File: src/hw/rtl/chot_pkg.sv
// chot_pkg: shared types and constants of the chained hash offset table
// field widths, command and status codes, control groups between the blocks
// depends on nothing
`timescale 1ns / 1ps

package chot_pkg;

    localparam int CMD_W  = 2;
    localparam int KEY_W  = 64;
    localparam int OFF_W  = 40;
    localparam int CNT_W  = 11;
    localparam int STAT_W = 3;

    localparam logic [CNT_W-1:0] MAX_RESET = 11'd1024;

    localparam logic [CMD_W-1:0] CMD_FIND  = 2'd0;
    localparam logic [CMD_W-1:0] CMD_ADD   = 2'd1;
    localparam logic [CMD_W-1:0] CMD_CLEAR = 2'd2;

    localparam logic [STAT_W-1:0] ST_HIT      = 3'd0;
    localparam logic [STAT_W-1:0] ST_MISS     = 3'd1;
    localparam logic [STAT_W-1:0] ST_INSERTED = 3'd2;
    localparam logic [STAT_W-1:0] ST_UPDATED  = 3'd3;
    localparam logic [STAT_W-1:0] ST_FULL     = 3'd4;
    localparam logic [STAT_W-1:0] ST_CLEARED  = 3'd5;

    // strobes for the bucket head memory
    typedef struct packed {
        logic rd;
        logic wr;
    } t_head_ctl;

    // strobes for the entry store
    typedef struct packed {
        logic rd;
        logic key_wr;
        logic off_wr;
        logic link_wr;
    } t_ent_ctl;

endpackage

File: src/hw/rtl/chot_ctrl.sv
// chot_ctrl: command sequencer, item and result registers, entry count and capacity register
// drives the head and entry stores one step per cycle unless the result output is stalled
// depends on chot_pkg
`timescale 1ns / 1ps

module chot_ctrl #(
    parameter int ENTRIES = 1024,
    parameter int BUCKETS = 128
) (
    input  logic                        i_clk,
    input  logic                        i_rst_n,
    input  logic                        i_in_valid,
    output logic                        o_in_stall,
    input  logic [chot_pkg::CMD_W-1:0]  i_cmd,
    input  logic [chot_pkg::KEY_W-1:0]  i_key_hi,
    input  logic [chot_pkg::KEY_W-1:0]  i_key_lo,
    input  logic [chot_pkg::OFF_W-1:0]  i_offset,
    output logic                        o_out_valid,
    input  logic                        i_out_stall,
    output logic [chot_pkg::STAT_W-1:0] o_status,
    output logic [chot_pkg::OFF_W-1:0]  o_offset_out,
    output logic [chot_pkg::CNT_W-1:0]  o_entry_count,
    input  logic                        i_cfg_we,
    input  logic [chot_pkg::CNT_W-1:0]  i_cfg_wdata,
    output chot_pkg::t_head_ctl         o_head_ctl,
    output logic [$clog2(BUCKETS)-1:0]  o_head_rd_addr,
    output logic [$clog2(BUCKETS)-1:0]  o_head_wr_addr,
    output logic                        o_head_wr_valid,
    output logic [$clog2(ENTRIES)-1:0]  o_head_wr_idx,
    input  logic                        i_head_valid,
    input  logic [$clog2(ENTRIES)-1:0]  i_head_idx,
    output chot_pkg::t_ent_ctl          o_ent_ctl,
    output logic [$clog2(ENTRIES)-1:0]  o_ent_rd_addr,
    output logic [$clog2(ENTRIES)-1:0]  o_ent_wr_addr,
    output logic                        o_link_wr_valid,
    output logic [$clog2(ENTRIES)-1:0]  o_link_wr_idx,
    output logic [chot_pkg::KEY_W-1:0]  o_key_hi,
    output logic [chot_pkg::KEY_W-1:0]  o_key_lo,
    output logic [chot_pkg::OFF_W-1:0]  o_off,
    input  logic                        i_match,
    input  logic [chot_pkg::OFF_W-1:0]  i_ent_offset,
    input  logic                        i_link_valid,
    input  logic [$clog2(ENTRIES)-1:0]  i_link_idx
);
    import chot_pkg::*;

    localparam int EW = $clog2(ENTRIES);
    localparam int BW = $clog2(BUCKETS);
    localparam int CW = $clog2(ENTRIES + 1);

    typedef enum logic [6:0] {
        S_CLEAR  = 7'b0000001,
        S_IDLE   = 7'b0000010,
        S_HEAD   = 7'b0000100,
        S_NODE   = 7'b0001000,
        S_APPEND = 7'b0010000,
        S_LINK   = 7'b0100000,
        S_DONE   = 7'b1000000
    } t_state;

    t_state            r_state, n_state;
    logic [CMD_W-1:0]  r_cmd, n_cmd;
    logic [KEY_W-1:0]  r_key_hi, n_key_hi;
    logic [KEY_W-1:0]  r_key_lo, n_key_lo;
    logic [OFF_W-1:0]  r_off, n_off;
    logic [BW-1:0]     r_bucket, n_bucket;
    logic [BW-1:0]     r_sweep, n_sweep;
    logic [EW-1:0]     r_ptr, n_ptr;
    logic              r_has_tail, n_has_tail;
    logic [CW-1:0]     r_used, n_used;
    logic [CNT_W-1:0]  r_max, n_max;
    logic [STAT_W-1:0] r_res_status, n_res_status;
    logic [OFF_W-1:0]  r_res_off, n_res_off;
    logic              r_out_valid, n_out_valid;
    logic [STAT_W-1:0] r_status, n_status;
    logic [OFF_W-1:0]  r_offset_out, n_offset_out;
    logic [CNT_W-1:0]  r_count, n_count;

    logic [BW-1:0] w_bucket_in;
    logic [EW-1:0] w_new_idx;
    logic          w_full;
    logic          w_out_free;

    // bucket is bits 63:32 of the low key word masked to the bucket count
    assign w_bucket_in = BW'(i_key_lo[63:32] & 32'(BUCKETS - 1));
    assign w_new_idx   = r_used[EW-1:0];
    assign w_full      = (32'(r_used) >= 32'(r_max)) || (32'(r_used) >= 32'(ENTRIES));
    assign w_out_free  = !r_out_valid || !i_out_stall;

    always_comb begin
        n_state      = r_state;
        n_cmd        = r_cmd;
        n_key_hi     = r_key_hi;
        n_key_lo     = r_key_lo;
        n_off        = r_off;
        n_bucket     = r_bucket;
        n_sweep      = r_sweep;
        n_ptr        = r_ptr;
        n_has_tail   = r_has_tail;
        n_used       = r_used;
        n_max        = i_cfg_we ? i_cfg_wdata : r_max;
        n_res_status = r_res_status;
        n_res_off    = r_res_off;
        n_out_valid  = r_out_valid && i_out_stall;
        n_status     = r_status;
        n_offset_out = r_offset_out;
        n_count      = r_count;

        o_head_ctl      = '0;
        o_head_rd_addr  = w_bucket_in;
        o_head_wr_addr  = r_bucket;
        o_head_wr_valid = 1'b0;
        o_head_wr_idx   = w_new_idx;
        o_ent_ctl       = '0;
        o_ent_rd_addr   = i_link_idx;
        o_ent_wr_addr   = r_ptr;
        o_link_wr_valid = 1'b0;
        o_link_wr_idx   = '0;

        case (r_state)
            S_CLEAR: begin
                o_head_ctl.wr  = 1'b1;
                o_head_wr_addr = r_sweep;
                n_sweep        = r_sweep + BW'(1);
                if (r_sweep == BW'(BUCKETS - 1)) begin
                    n_sweep = '0;
                    // the pass after reset gives no result
                    if (r_cmd == CMD_CLEAR) begin
                        n_res_status = ST_CLEARED;
                        n_state      = S_DONE;
                    end else begin
                        n_state = S_IDLE;
                    end
                end
            end
            S_IDLE: begin
                if (i_in_valid) begin
                    n_cmd        = i_cmd;
                    n_key_hi     = i_key_hi;
                    n_key_lo     = i_key_lo;
                    n_off        = i_offset;
                    n_bucket     = w_bucket_in;
                    n_res_off    = '0;
                    n_res_status = ST_MISS;
                    o_head_ctl.rd = 1'b1;
                    case (i_cmd)
                        CMD_FIND: begin
                            n_state = S_HEAD;
                        end
                        CMD_ADD: begin
                            if (w_full) begin
                                n_res_status = ST_FULL;
                                n_state      = S_DONE;
                            end else begin
                                n_state = S_HEAD;
                            end
                        end
                        CMD_CLEAR: begin
                            n_used  = '0;
                            n_sweep = '0;
                            n_state = S_CLEAR;
                        end
                        default: begin
                            n_state = S_DONE;
                        end
                    endcase
                end
            end
            S_HEAD: begin
                n_has_tail = 1'b0;
                if (i_head_valid) begin
                    o_ent_ctl.rd  = 1'b1;
                    o_ent_rd_addr = i_head_idx;
                    n_ptr         = i_head_idx;
                    n_state       = S_NODE;
                end else if (r_cmd == CMD_ADD) begin
                    n_state = S_APPEND;
                end else begin
                    n_state = S_DONE;
                end
            end
            S_NODE: begin
                if (i_match) begin
                    if (r_cmd == CMD_ADD) begin
                        o_ent_ctl.off_wr = 1'b1;
                        n_res_status     = ST_UPDATED;
                    end else begin
                        n_res_status = ST_HIT;
                        n_res_off    = i_ent_offset;
                    end
                    n_state = S_DONE;
                end else if (i_link_valid) begin
                    o_ent_ctl.rd = 1'b1;
                    n_ptr        = i_link_idx;
                end else begin
                    // r_ptr now holds the chain tail
                    n_has_tail = 1'b1;
                    n_state    = (r_cmd == CMD_ADD) ? S_APPEND : S_DONE;
                end
            end
            S_APPEND: begin
                o_ent_ctl.key_wr  = 1'b1;
                o_ent_ctl.off_wr  = 1'b1;
                o_ent_ctl.link_wr = 1'b1;
                o_ent_wr_addr     = w_new_idx;
                n_res_status      = ST_INSERTED;
                if (r_has_tail) begin
                    n_state = S_LINK;
                end else begin
                    o_head_ctl.wr   = 1'b1;
                    o_head_wr_valid = 1'b1;
                    n_used          = r_used + CW'(1);
                    n_state         = S_DONE;
                end
            end
            S_LINK: begin
                o_ent_ctl.link_wr = 1'b1;
                o_link_wr_valid   = 1'b1;
                o_link_wr_idx     = w_new_idx;
                n_used            = r_used + CW'(1);
                n_state           = S_DONE;
            end
            S_DONE: begin
                if (w_out_free) begin
                    n_out_valid  = 1'b1;
                    n_status     = r_res_status;
                    n_offset_out = r_res_off;
                    n_count      = CNT_W'(r_used);
                    n_state      = S_IDLE;
                end
            end
            default: begin
                n_state = S_IDLE;
            end
        endcase
    end

    always_ff @(posedge i_clk) begin
        if (!i_rst_n) begin
            r_state     <= S_CLEAR;
            r_cmd       <= CMD_FIND;
            r_sweep     <= '0;
            r_has_tail  <= 1'b0;
            r_used      <= '0;
            r_max       <= MAX_RESET;
            r_out_valid <= 1'b0;
        end else begin
            r_state     <= n_state;
            r_cmd       <= n_cmd;
            r_sweep     <= n_sweep;
            r_has_tail  <= n_has_tail;
            r_used      <= n_used;
            r_max       <= n_max;
            r_out_valid <= n_out_valid;
        end
    end

    always_ff @(posedge i_clk) begin
        r_key_hi     <= n_key_hi;
        r_key_lo     <= n_key_lo;
        r_off        <= n_off;
        r_bucket     <= n_bucket;
        r_ptr        <= n_ptr;
        r_res_status <= n_res_status;
        r_res_off    <= n_res_off;
        r_status     <= n_status;
        r_offset_out <= n_offset_out;
        r_count      <= n_count;
    end

    assign o_in_stall    = (r_state != S_IDLE);
    assign o_out_valid   = r_out_valid;
    assign o_status      = r_status;
    assign o_offset_out  = r_offset_out;
    assign o_entry_count = r_count;
    assign o_key_hi      = r_key_hi;
    assign o_key_lo      = r_key_lo;
    assign o_off         = r_off;

endmodule

File: config.mk
export PLATFORM = sky130hd
export DESIGN_NAME = chot_ctrl
export DESIGN_NICKNAME = d
export VERILOG_FILES = /design/src/hw/rtl/chot_pkg.sv /design/src/hw/rtl/chot_ctrl.sv
export SDC_FILE = /design/constraint.sdc
export NUM_CORES = 1
export LEC_CHECK = 0
export BUFFER_PORTS_ARGS = -buffer_cell sky130_fd_sc_hd__clkbuf_2
export CAP_MARGIN = 20
export CELL_PAD_IN_SITES_DETAIL_PLACEMENT = 0
export CELL_PAD_IN_SITES_GLOBAL_PLACEMENT = 1
export CORE_AREA = 2 2 207 209
export DETAILED_ROUTE_END_ITERATION = 16
export DIE_AREA = 0 0 209 211
export PLACE_DENSITY = 0.69
export SETUP_SLACK_MARGIN = 0.15
export SLEW_MARGIN = 20
export SYNTH_ARGS = -nofsm -noshare
export SYNTH_HDL_FRONTEND = slang
export SYNTH_SLANG_ARGS = --single-unit
File: constraint.sdc
create_clock -name i_clk -period 6 [get_ports i_clk]
set_clock_uncertainty 0.05 [all_clocks]
set_input_delay 0.9 -clock i_clk [delete_from_list [all_inputs] [get_ports i_clk]]
set_output_delay 0.9 -clock i_clk [all_outputs]
set_load 0.02 [all_outputs]
==> flow_summary.json <==
{
  "status": "complete, no violations",
  "ant_nets": 0,
  "drive_gt1_share_pct": 48.9,
  "gr-total-overflow": 0,
  "ys_seq_area_share_pct": 79.0,
  "h-tree-depth": 2,
  "synth_cells": 710,
  "synth_area_leader_cell": "edfxtp_1",
  "synthTopCellsByCount": "275 x edfxtp_1, 81 x nand2_1, 50 x and2_1",
  "core_area_um2": 41800,
  "fp.dieH_um": 211,
  "drt_iter0_drc": 622,
  "drc": 0,
  "cp_max_fo": 15,
  "synth_top_area_share_pct": 72.0,
  "dp_hpwl_um": 32400,
  "synth_compound_area_share_pct": 3.23,
  "vdd_ir_drop_max_mv": 0.154,
  "synth_area_leaders": "edfxtp_1 72%, dfxtp_1 7.0%, and2_1 2.7%",
  "path_buf_inv": 1,
  "clkTransAtPathRegs_ns": 0.06,
  "synth_fp_nets": 972,
  "clockBufferDepth": 3,
  "synth_top_family_by_area": "simple AND/OR/NAND/NOR gates",
  "gp_congestion": 0.899,
  "drt-vias-per-instance": 4.47,
  "maxSlewViolCount": 0,
  "ys_types": 59,
  "cp_slowest_cell": "nor4b_4",
  "grt_pass1_wl_um": 56500,
  "fin_nets": 1513,
  "synth_edf_count": 275,
  "wl_per_cell_um": 22.7,
  "grt_max_degree": 164,
  "required_ns": 5.05,
  "syn_area_per_cell_um2": 16.1,
  "syn_to_final_growth_pct": 39.0,
  "async_flop_share_pct": 0,
  "rsz0062_at_grt": "no",
  "cellPowerDensity_nw_per_um2": 310,
  "die_w_um": 209,
  "synth_xor_area_share_pct": 0.917,
  "pre_cts_ws_ns": 2.22,
  "numPortBuffers": 534,
  "setup_ws_ns": 1.70,
  "fmax_ghz": 0.233,
  "synth_adder_area_share_pct": 1.42,
  "finalCritPeriodShare_pct": 71.7,
  "initial_core_util_pct": 27.5,
  "hold_violations": 0,
  "cts_buffers": 38,
  "arrival_ns": 3.35,
  "netlist_area_um2": 11500,
  "critPathMaxStageDelay_ns": 0.85,
  "drt_pass1_iterations": 6,
  "root_buffer": "clkbuf_16",
  "ioPinCount": 535,
  "ctsResizeCount": 0,
  "postCtsSetupBuffers": 0,
  "critPathKind": "flop to primary output",
  "fin_setup_tns_ns": 0,
  "clk_latency_ns": 0.54,
  "die_area_um2": 44100,
  "setup_violations": 0,
  "setup.worst_path.end_class": "primary output",
  "crit_chain": "or4_1, nor4b_4, nand2_1, o21ai_0, clkbuf_2",
  "antenna_found_initial": 13,
  "postCtsHoldBufs": 0,
  "wirelength_um": 41400,
  "cts_tree": "built",
  "fin_area_um2": 15900,
  "power_mw": 4.95,
  "ys_seq_elements": 315,
  "hold_class": "flop to flop",
  "cap_violations": 0,
  "synth.area.mux_share_pct": 2.54,
  "final.min_clock_period_ns": 4.30,
  "grt.total_usage_pct": 18.1,
  "tightest_slew_ns": 0.958,
  "ys_warn_count": 0,
  "via_count": 8140,
  "place_area_um2": 14700,
  "slew_headroom_pct": 35.9,
  "clock_sinks": 315,
  "startpoint_type": "flop",
  "power_leakage_nw": 6.61,
  "grt_pass1_vias": 7991,
  "cp_top_family": "simple AND/OR/NAND/NOR gates",
  "synth-simple-area-share_pct": 10.3,
  "synth_most_common_cell": "edfxtp_1",
  "synthFlopType": "edfxtp_1",
  "rows": 75
}
## worst paths after layout
check / startpoint / to / slack (ns) / cells after the start
max: r_state[2] / o_ent_ctl[1] / 1.70 / 5
min: r_res_off[7] / o_offset_out[7] / 0.36 / 0
min reg2reg: r_res_off[7] / o_offset_out[7] / 0.36 / 0
max reg2reg: r_state[3] / o_key_lo[36] / 2.62 / 6
## cells by family after synthesis
kind of cell | Yosys count
AOI/OAI and AO/OA | 55
buffers and inverters | 58
and+or+nand+nor | 230
xor gates and xnor gates | 12
adders and majority gates | 13
DFF | 315
muxes | 27
## sequential cells by signal, summed over array words and instances (netlist names)
| name | count |
|---|---|
| r_has_tail | 1 |
| r_res_status | 3 |
| r_max | 11 |
| o_status | 3 |
| r_sweep | 7 |
| r_used | 11 |
| r_cmd | 2 |
| r_state | 7 |
| o_out_valid | 1 |
| o_off | 40 |
| o_key_lo | 64 |
| r_res_off | 40 |
| o_offset_out | 40 |
| o_entry_count | 11 |
| o_key_hi | 64 |
| r_ptr | 10 |
## worst register-to-register path: cells and delay by family (launching register included)
family / cells / cell delay [ns]
buffers and inverters: 2 / 0.95
flip-flops: 1 / 0.43
AND/OR/NAND/NOR: 4 / 1.50
## per-layer routing
layer	global-route usage [%]	vias up	share of wire (%)
met4	6.18	12	2.8
met2	31.2	408	50
li1	-	3683	-
met3	7.15	66	9.8
met5	0	-	0.19
met1	20.6	3971	37
## power by group
group          internal [mW]  leakage [nW]  switching (mW)
clock network           1.37         0.595           0.912
logic                  0.120          3.22           0.138
registers               2.39          2.80          0.0169
total                   3.88          6.61            1.07
## cell type report
class,count,area [um2]
Multi-Input combinational cell,337,2150
Antenna cell,5,12.5
Inverter,20,80.1
Sequential cell,315,9060
Timing Repair Buffer,539,2720
Clock inverter,22,240
Tap cell,539,674
Clock buffer,46,1000
Fill cell,4026,25800
## stage by stage
stage	utilization, %	cells	hold slack, ns
2_1_floorplan	-	710	0.350
3_3_place_gp	35.2	1750	0.351
3_5_place_dp	35.2	1750	0.355
4_1_cts	38.1	1818	0.356
5_1_grt	38.1	1819	0.356
6_report	38.2	1823	0.362
## placed cells by master (no fill, tap or decap), types with 7 or more instances in the layout
cell type	instances
a21oi_1	8
and2_1	50
clkbuf_1	7
clkbuf_16	39
clkbuf_2	534
clkinv_2	7
dfxtp_1	40
edfxtp_1	275
ha_1	13
inv_1	17
mux2_2	17
mux2i_1	10
nand2_1	81
nand3_1	12
nor2_1	26
nor2b_1	16
nor3_1	7
o21ai_0	14
xnor2_1	9
(Power assumes the default switching activity.)
